[src/rtl/brr_pkg.sv]
// shared types and constants for the brr adpcm block decoder
// no dependencies
package brr_pkg;

  localparam int SampleW = 16;
  localparam int AccW    = 20;

  localparam logic CMD_HEADER = 1'b0;
  localparam logic CMD_DATA   = 1'b1;

  localparam logic [3:0] RangeLimit = 4'd12;
  localparam logic signed [AccW-1:0] RangeOverflow = -20'sd4096;
  localparam logic signed [AccW-1:0] ClampHigh = 20'sd32767;
  localparam logic signed [AccW-1:0] ClampLow  = -20'sd32768;
  localparam logic signed [AccW-1:0] CoefThree    = 20'sd3;
  localparam logic signed [AccW-1:0] CoefThirteen = 20'sd13;

  localparam logic [2:0] LastDataByte = 3'd7;

  typedef enum logic [1:0] {
    FILT_NONE = 2'd0,
    FILT_ONE  = 2'd1,
    FILT_TWO  = 2'd2,
    FILT_THREE = 2'd3
  } filter_t;

  typedef struct packed {
    logic [3:0] range_shift;
    filter_t    filter_mode;
    logic [1:0] flag_bits;
  } brr_hdr_t;

endpackage

[src/rtl/brr_in_if.sv]
// input channel of the brr decoder: one header or data byte per item
// depends on nothing
interface brr_in_if;
  logic               valid;
  logic               ready;
  logic               command;
  logic [7:0]         block_byte;
  logic signed [15:0] start_newest;
  logic signed [15:0] start_older;

  modport source (output valid, command, block_byte, start_newest, start_older,
                  input ready);
  modport sink (input valid, command, block_byte, start_newest, start_older,
                output ready);
endinterface

[src/rtl/brr_out_if.sv]
// output channel of the brr decoder: one decoded sample per item
// depends on nothing
interface brr_out_if;
  logic               valid;
  logic               ready;
  logic signed [15:0] sample;
  logic               last_of_block;
  logic [1:0]         end_loop_flags;

  modport source (output valid, sample, last_of_block, end_loop_flags, input ready);
  modport sink (input valid, sample, last_of_block, end_loop_flags, output ready);
endinterface

[src/rtl/brr_adpcm_block_decoder.sv]
// brr adpcm block decoder top: input register, header and history state,
// one shared sample filter and an output register; depends on brr_pkg,
// brr_in_if, brr_out_if and brr_filter
// a data byte is held for its two samples, high nibble first, one filter pass per
// sample, each loaded when the output is free; the next byte enters with the second;
// one header byte per cycle; synchronous reset clears the header and history
module brr_adpcm_block_decoder
  import brr_pkg::*;
(
  input  logic      clk,
  input  logic      rst,
  brr_in_if.sink    block_in,
  brr_out_if.source sample_out
);

  logic               st_valid;
  logic               st_cmd;
  logic [7:0]         st_byte;
  logic signed [15:0] st_newest;
  logic signed [15:0] st_older;
  logic               phase;

  brr_hdr_t           hdr;
  logic signed [15:0] hist_newest;
  logic signed [15:0] hist_older;
  logic [2:0]         data_byte_count;

  logic               out_valid;
  logic signed [15:0] out_sample;
  logic               out_last;
  logic [1:0]         out_flags;

  logic               out_load_ok;
  logic               st_is_hdr;
  logic               fire_sample;
  logic               st_done;
  logic               accept;
  logic [3:0]         nibble;
  logic signed [15:0] new_sample;

  assign out_load_ok = !out_valid || sample_out.ready;
  assign st_is_hdr   = (st_cmd == CMD_HEADER);
  assign fire_sample = st_valid && !st_is_hdr && out_load_ok;
  assign st_done     = st_valid && (st_is_hdr || (phase && out_load_ok));
  assign block_in.ready = !st_valid || st_done;
  assign accept      = block_in.valid && block_in.ready;
  assign nibble      = phase ? st_byte[3:0] : st_byte[7:4];

  brr_filter u_filter (
    .hdr    (hdr),
    .nibble (nibble),
    .newest (hist_newest),
    .older  (hist_older),
    .sample (new_sample)
  );

  always_ff @(posedge clk) begin
    if (rst) begin
      st_valid        <= 1'b0;
      phase           <= 1'b0;
      out_valid       <= 1'b0;
      hdr             <= '{range_shift: 4'd0, filter_mode: FILT_NONE, flag_bits: 2'd0};
      hist_newest     <= '0;
      hist_older      <= '0;
      data_byte_count <= '0;
    end else begin
      if (accept) begin
        st_valid <= 1'b1;
        phase    <= 1'b0;
      end else begin
        if (st_done) begin
          st_valid <= 1'b0;
        end
        if (fire_sample) begin
          phase <= !phase;
        end
      end
      if (st_valid && st_is_hdr) begin
        hdr.range_shift <= st_byte[7:4];
        hdr.filter_mode <= filter_t'(st_byte[3:2]);
        hdr.flag_bits   <= st_byte[1:0];
        hist_newest     <= st_newest;
        hist_older      <= st_older;
        data_byte_count <= '0;
      end else if (fire_sample) begin
        hist_older  <= hist_newest;
        hist_newest <= new_sample;
        if (phase) begin
          data_byte_count <= data_byte_count + 3'd1;
        end
      end
      if (fire_sample) begin
        out_valid <= 1'b1;
      end else if (sample_out.ready) begin
        out_valid <= 1'b0;
      end
    end
  end

  // payload registers
  always_ff @(posedge clk) begin
    if (accept) begin
      st_cmd    <= block_in.command;
      st_byte   <= block_in.block_byte;
      st_newest <= block_in.start_newest;
      st_older  <= block_in.start_older;
    end
    if (fire_sample) begin
      out_sample <= new_sample;
      out_last   <= phase && (data_byte_count == LastDataByte);
      out_flags  <= hdr.flag_bits;
    end
  end

  assign sample_out.valid          = out_valid;
  assign sample_out.sample         = out_sample;
  assign sample_out.last_of_block  = out_last;
  assign sample_out.end_loop_flags = out_flags;

endmodule

[src/rtl/brr_filter.sv]
// nibble expansion, predictor filter, clamp and doubling for one sample
// depends on brr_pkg
module brr_filter
  import brr_pkg::*;
(
  input  brr_hdr_t           hdr,
  input  logic [3:0]         nibble,
  input  logic signed [15:0] newest,
  input  logic signed [15:0] older,
  output logic signed [15:0] sample
);

  logic signed [3:0]      nib_s;
  logic signed [AccW-1:0] expanded;
  logic signed [AccW-1:0] p1;
  logic signed [AccW-1:0] p2;
  logic signed [AccW-1:0] neg_p1;
  logic signed [AccW-1:0] p1_m3;
  logic signed [AccW-1:0] p1_m13;
  logic signed [AccW-1:0] p2_x3;
  logic signed [AccW-1:0] acc;
  logic signed [SampleW-1:0] clamped;

  assign nib_s = signed'(nibble);
  assign p1 = AccW'(newest);
  assign p2 = AccW'(older) >>> 1;
  assign neg_p1 = -p1;
  assign p1_m3 = -(p1 * CoefThree);
  assign p1_m13 = -(p1 * CoefThirteen);
  assign p2_x3 = p2 * CoefThree;

  always_comb begin
    if (hdr.range_shift <= RangeLimit) begin
      expanded = AccW'(nib_s) <<< hdr.range_shift;
    end else begin
      expanded = nib_s[3] ? RangeOverflow : '0;
    end
    acc = expanded >>> 1;
    case (hdr.filter_mode)
      FILT_NONE: begin
        acc = acc;
      end
      FILT_ONE: begin
        acc = acc + (p1 >>> 1) + (neg_p1 >>> 5);
      end
      FILT_TWO: begin
        acc = acc + p1 - p2 + (p2 >>> 4) + (p1_m3 >>> 6);
      end
      FILT_THREE: begin
        acc = acc + p1 - p2 + (p1_m13 >>> 7) + (p2_x3 >>> 4);
      end
      default: begin
        acc = acc;
      end
    endcase
    if (acc > ClampHigh) begin
      clamped = ClampHigh[SampleW-1:0];
    end else if (acc < ClampLow) begin
      clamped = ClampLow[SampleW-1:0];
    end else begin
      clamped = acc[SampleW-1:0];
    end
    sample = {clamped[SampleW-2:0], 1'b0};
  end

endmodule

[src/flat_wrapper.sv]
// flat-port wrapper written by rule: the top's interface ports become plain ports
module brr_adpcm_block_decoder_flat import brr_pkg::*;
  (clk, rst, block_in_valid, block_in_command, block_in_block_byte, block_in_start_newest, block_in_start_older, block_in_ready, sample_out_valid, sample_out_sample, sample_out_last_of_block, sample_out_end_loop_flags, sample_out_ready);
  brr_in_if block_in_i ();
  brr_out_if sample_out_i ();
  input  logic clk;
  input  logic rst;
  input wire logic [$bits(block_in_i.valid)-1:0] block_in_valid;
  input wire logic [$bits(block_in_i.command)-1:0] block_in_command;
  input wire logic [$bits(block_in_i.block_byte)-1:0] block_in_block_byte;
  input wire logic [$bits(block_in_i.start_newest)-1:0] block_in_start_newest;
  input wire logic [$bits(block_in_i.start_older)-1:0] block_in_start_older;
  output wire logic [$bits(block_in_i.ready)-1:0] block_in_ready;
  output wire logic [$bits(sample_out_i.valid)-1:0] sample_out_valid;
  output wire logic [$bits(sample_out_i.sample)-1:0] sample_out_sample;
  output wire logic [$bits(sample_out_i.last_of_block)-1:0] sample_out_last_of_block;
  output wire logic [$bits(sample_out_i.end_loop_flags)-1:0] sample_out_end_loop_flags;
  input wire logic [$bits(sample_out_i.ready)-1:0] sample_out_ready;
  assign block_in_i.valid = block_in_valid;
  assign block_in_i.command = block_in_command;
  assign block_in_i.block_byte = block_in_block_byte;
  assign block_in_i.start_newest = block_in_start_newest;
  assign block_in_i.start_older = block_in_start_older;
  assign block_in_ready = block_in_i.ready;
  assign sample_out_valid = sample_out_i.valid;
  assign sample_out_sample = sample_out_i.sample;
  assign sample_out_last_of_block = sample_out_i.last_of_block;
  assign sample_out_end_loop_flags = sample_out_i.end_loop_flags;
  assign sample_out_i.ready = sample_out_ready;
  brr_adpcm_block_decoder u_core (.clk(clk), .rst(rst), .block_in(block_in_i), .sample_out(sample_out_i));
endmodule
[config.mk]
export PLATFORM = sky130hd
export DESIGN_NAME = brr_adpcm_block_decoder_flat
export DESIGN_NICKNAME = d
export VERILOG_FILES = /design/src/rtl/brr_pkg.sv /design/src/rtl/brr_in_if.sv /design/src/rtl/brr_out_if.sv /design/src/rtl/brr_adpcm_block_decoder.sv /design/src/rtl/brr_filter.sv /design/src/flat_wrapper.sv
export SDC_FILE = /design/constraint.sdc
export NUM_CORES = 1
export LEC_CHECK = 0
export ABC_CLOCK_PERIOD_IN_PS = 9600
export BUFFER_PORTS_ARGS = -buffer_cell sky130_fd_sc_hd__buf_4
export CAP_MARGIN = 5
export CORE_MARGIN = 3
export CORE_UTILIZATION = 54
export DETAILED_ROUTE_END_ITERATION = 16
export PLACE_DENSITY = 0.7
export SYNTH_ARGS = -nofsm -noshare
export SYNTH_HDL_FRONTEND = slang
export SYNTH_SLANG_ARGS = --single-unit
[constraint.sdc]
create_clock -name clk -period 9.6 [get_ports clk]
set_input_delay 0.96 -clock clk [delete_from_list [all_inputs] [get_ports clk]]
set_output_delay 0.96 -clock clk [all_outputs]
set_load 0.02 [all_outputs]
Word-level counts from Yosys, hierarchy flattened:

Cells that the tools add are included.

* memories kept: 0
* bits in latches: 0
* input port bits: 45
* memory bits (writable): 0
* ROM bits: 0
* register bits: 105

* reductions and logical operators: 20
* shift-type cells: 1
* multipliers: 3
* magnitude comparators: 3
* equality and inequality tests: 4
* add/subtract/negate cells: 12
* bitwise gates (word level): 1
* multiplexer cells: 14
* div/mod/pow operators: 0

Operator list (count)
* $pmux W20 S4: 1
* $mux W16: 4
* $add A20 B14 Y20: 2
* $mux W20: 2
* $mux W15: 2
* $add A19 B15 Y20: 1
* $add A19 B16 Y20: 1
* $add A20 B11 Y20: 1
* $add A20 B13 Y20: 1
* $add A20 B15 Y20: 1
* $gt A20 B16 Y1 const B: 1
* $lt A20 B16 Y1 const B: 1
* $mul A16 B5 Y20 const B: 1
* $neg A16 Y20: 1
* $neg A19 Y20: 1
* $neg A20 Y20: 1
* $sshl A4 B4 Y20: 1
* $sub A20 B15 Y20: 1
* $mul A16 B3 Y19 const B: 1
* $mul A15 B3 Y18 const B: 1
* $logic_and A1 B1 Y1: 7
* $reduce_bool A2 Y1: 3
* $eq A2 B2 Y1 const B: 2
* $le A4 B4 Y1 const B: 1
* 11 further kinds: 19

Logic depth before layout (Yosys ltp):

* depth in word-level cells: 13
* gate-level depth with buffers: 38
* mapped depth without buffers: 35

Cells and area by module:

A second synthesis with hierarchy kept.

* cells, all modules: 1538
* area, all modules: 13945.9 µm²

By module, submodules not included
* brr_filter: sequential area each 0.0 µm², area each 9840.7 µm², times used 1, cells each 1218
* brr_adpcm_block_decoder: sequential area each 2722.6 µm², area each 4105.2 µm², times used 1, cells each 320

Worst setup path before layout:

Ideal clock, no wire load.

* path type: register to register
* from: register u_core.phase
* to: register u_core.out_sample[8], in the netlist u_core.sample_out.sample[8] (data pin)
* buffers on the path: 3
* setup time: 0.254 ns
* data required time: 9.346 ns
* cell stages (with the launch flop): 35
* slack: 2.188 ns
* arrival: 7.158 ns
* clock period less this slack: 7.412 ns
* cell sequence: dfxtp_1 > clkbuf_1 > mux2_2 > nor2_1 > a21oi_1 > mux2i_1 > nor3_1 > xnor2_1 > ha_1 > fa_1 > a21o_1 > a21oi_1 > o21ai_0 > a21oi_1 > o21ai_0 > a211oi_1 > nor2_1 > o21a_1 > nor2_1 > xnor2_1 > fa_1 > ha_1 > and4_1 > nand2_1 > o21ai_0 > nor4b_2 > o31ai_4 > nor2_2 > a2111oi_2 > o21ai_1 > or4_1 > buf_2 > buf_6 > a21oi_1 > nor2_1

* longest elaborated chain between the ends: 11
* elaborated cells between the ends (all ways): 17

Ends and longest elaborated chain
* start, declared: RTL line brr_adpcm_block_decoder.sv:21 `logic phase;`
* start signal, assigned: RTL line brr_adpcm_block_decoder.sv:75 `phase <= !phase;`
* $mux W4 *: RTL line brr_adpcm_block_decoder.sv:47 `assign nibble = phase ? st_byte[3:0] : st_byte[7:4];`
* $sshl A4 B4 Y20 / $mux W20 (equally long branches): RTL line brr_filter.sv:34, brr_filter.sv:36
* $mux W20 *: RTL line brr_filter.sv:33 `if (hdr.range_shift <= RangeLimit) begin`
* $add A19 B16 Y20: RTL line brr_filter.sv:47, brr_filter.sv:50
* $sub A20 B15 Y20: RTL line brr_filter.sv:47, brr_filter.sv:50
* $add A20 B13 Y20 / $add A20 B11 Y20 (equally long branches): RTL line brr_filter.sv:50, brr_filter.sv:47
* $add A20 B14 Y20 (on tied branches): RTL line brr_filter.sv:50, brr_filter.sv:47
* $pmux W20 S4 *: RTL line brr_filter.sv:39 `case (hdr.filter_mode)`
* $lt A20 B16 Y1: RTL line brr_filter.sv:58 `end else if (acc < ClampLow) begin`
* $mux W15: RTL line brr_filter.sv:58
* $mux W15 *: RTL line brr_filter.sv:56 `if (acc > ClampHigh) begin`
* via u_core.new_sample[8]: RTL line brr_adpcm_block_decoder.sv:39 `logic signed [15:0] new_sample;`
* end signal, assigned: RTL line brr_adpcm_block_decoder.sv:109 `out_sample <= new_sample;`
* end, declared: RTL line brr_adpcm_block_decoder.sv:29 `logic signed [15:0] out_sample;`

Mark *: on every way through the listed nets, which the timed path passes. The rest lies on a longest branch.
A chain may end at the register's enable or synchronous reset.

Worst setup path in the final report:

* from: register u_core.phase
* to: register u_core.out_sample[14], in the netlist u_core.sample_out.sample[14] (data pin)

The elaborated chain is that of the path after synthesis.

==> qor.yml <==
cts_htree_levels: 3
async_reset_ff_frac: 0
n_antenna_cell: 0
drt_iter0_markers: 821
row_count: 57
synth_edf_count: 58
routedWlPerCell_um: 17.85
hold_ws_ps: 445.3
core_um2: 24680
skew_ps: 19.61
crit_path_max_incr_delay_ps: 550
fill_cells: 2232
cp_slowest_cell: "dfxtp_1"
track_usage: 0.2633
initial_utilization: 0.5562
io_pins: 66
netlist_instances: 1562
syn_area_um2: 13730
route.vias.total: 11260
min_path_type: "flip-flop to flip-flop"
maxCapViolations: 0
die_w_um: 165.4
tightest_slew_ps: 992.1
synthFlopType: "edfxtp_1"
die_h_um: 165.4
overflow: 0
clock_sinks: 103
maxSlewHeadroom: 0.3386
grt_pass1_vias: 11140
rsz0062_at_grt: "false"
synth_top_family_by_area: "adder cells"
yosysSeqAreaShare: 0.1925
setup_tns_ps: 0
synth_top_area_cell: "ha_1"
synth_mux_area_frac: 0.02443
gp_congestion: 0.8946
cts_tree: "built"
grt_pass1_wl_mm: 56.50
timing.final.crit_share: 0.9306
drc: 0
fmax_mhz: 111.9
status: "finished clean"
vias_per_cell: 5.820
port_buffers: 63
crit_top_cell: "a21oi_1"
cp.required_ps: 9720
synth_adder_area_share: 0.3191
syn_avg_cell_area_um2: 8.787
yosysWarningCount: 0
synthSimpleGateAreaFrac: 0.1283
cts-root-buf: "clkbuf_16"
synth_commonest_cells: "243 x inv_1, 222 x ha_1, 107 x a21oi_1"
final-seq-area_um2: 2643
final_layout_size_suffix_gt1_frac: 0.09932
synth_top_area_frac: 0.2024
finalCriticalPeriod_ps: 8933
worstSkewPairLatency_ps: 370
setup_viol: 0
drtAntennaViolNets: 0
maxSlewViolCount: 0
clk_pin_slew_ps: 90
post_cts_buffers: 0
fin_nets: 1953
hold_viol_final: 0
ys_ff_latch: 103
die_area_um2: 27370
antenna_found_initial: 0
synth_compound_area_frac: 0.1803
arrival_ps: 9050
syn2layout_area_growth_pct: 8.122
synth_most_common_cell: "inv_1"
syn_nets: 1909
synth_top_cells_by_area: "ha_1 20%, edfxtp_1 13%, fa_1 12%"
crit_type: "flip-flop to flip-flop"
synth_cell_types: 80
multi_input_area_um2: 9962
endpoint_kind: "flip-flop"
hpwlAfterDp_mm: 27.56
path_max_fanout: 16
worst_setup_path_start_kind: "flip-flop"
numCtsBuffers: 9
dr.pass1.iters: 6
synth-xor-area-share: 0.07211
routed_wirelength_mm: 34.53
grt_start_max_net_pins: 46
cts_buffer_depth: 2
metrics by stage:
| stage | worst slack (ps) | instance area, um^2 | utilization | instances |
|---|---|---|---|---|
| after global routing | 152.2 | 14840 | 0.6014 | 1935 |
| after global placement | 900.7 | 14520 | 0.5885 | 1919 |
| after floorplan | 2188 | 13730 | - | 1562 |
| after detailed placement | 764.2 | 14520 | 0.5885 | 1919 |
| final | 666.5 | 14840 | 0.6014 | 1935 |
| after CTS | 694.2 | 14830 | 0.6011 | 1935 |
area by class of cell:
| cell class | count | area share |
|---|---|---|
| inverters | 243 | 0.06146 |
| multi-input cells | 1168 | 0.6713 |
| flip-flops and latches | 103 | 0.1781 |
| clock inverters | 7 | 0.005733 |
| repair buffers | 81 | 0.04097 |
| clock buffers | 9 | 0.01518 |
| well taps | 324 | 0.02732 |
what timing repair did:
action                                  in CTS  in global routing
endpoints found under the setup margin       0                 24
resized for setup                            0                  1
hold buffers                                 0                  0
layout by cell type, fill, tap and decap left out, types with 6 or more instances in the layout:
cell type  instances
or3_1              9
nor2_1            91
edfxtp_1          58
o31a_1             6
a21oi_1          107
or2_2             19
and2_1             6
dfxtp_1           45
nand2_1           93
a21oi_2            9
a211oi_1          29
nand4_1            9
a31oi_1           10
and3_1             9
o21bai_1          11
nand2b_1          15
nand3_1           27
nor2b_1           15
o21ai_0           51
xnor2_1           75
a21o_1            28
a22oi_1           15
mux2i_1           11
fa_1              80
ha_1             222
mux4_2             8
o21a_1            26
inv_1            242
nor3_1            42
buf_4             81
clkbuf_16          9
xor2_1            38
o31ai_1           29
routing by layer:
layer,vias to the layer above,wire length [um],GRT usage
li1,5481,-,-
met1,5417,15900,0.3679
met2,320,15670,0.4314
met3,44,2435,0.04465
met4,0,529,0.05444
met5,-,0,0
critical path: cells and delay by family, from the launching register on:
kind | cells | cell delay (ps)
compound gates | 14 | 3460
xor+xnor | 2 | 420
fa+ha+maj | 4 | 1550
buf+inv | 1 | 230
flops | 1 | 550
mux | 1 | 510
simple gates | 10 | 1990
flip-flops by register name (all words and copies together) (netlist names):
register                          flops
u_core.hist_newest                   16
u_core.st_newest                     16
u_core.hist_older                    15
u_core.sample_out.sample             15
u_core.st_older                      15
u_core.hdr                            8
u_core.st_byte                        8
u_core.data_byte_count                3
u_core.sample_out.end_loop_flags      2
u_core.phase                          1
u_core.sample_out.last_of_block       1
u_core.sample_out.valid               1
u_core.st_cmd                         1
u_core.st_valid                       1
worst paths after layout:
path	from	to	slack (ps)	cells after the start
worst max-delay path	u_core.phase$_SDFFE_PP0P_	u_core.sample_out.sample[14]$_DFFE_PP_	670	32
worst max register to register	u_core.phase$_SDFFE_PP0P_	u_core.sample_out.sample[14]$_DFFE_PP_	670	32
worst min-delay path	u_core.hdr[1]$_SDFFE_PP0P_	u_core.sample_out.end_loop_flags[1]$_DFFE_PP_	450	0
worst min register to register	u_core.hdr[1]$_SDFFE_PP0P_	u_core.sample_out.end_loop_flags[1]$_DFFE_PP_	450	0
cells by family after synthesis:
| group | after synthesis |
|---|---|
| AO/OA/AOI/OAI | 369 |
| XOR/XNOR | 113 |
| adder cells (fa/ha/maj) | 302 |
| buffers and inverters | 291 |
| flip-flops | 103 |
| multiplexers | 23 |
| other | 1 |
| AND/OR/NAND/NOR | 360 |
Power is left out: the tool's default activity adds up to more than one toggle a clock period on the data nets, which glitch-free logic cannot reach.
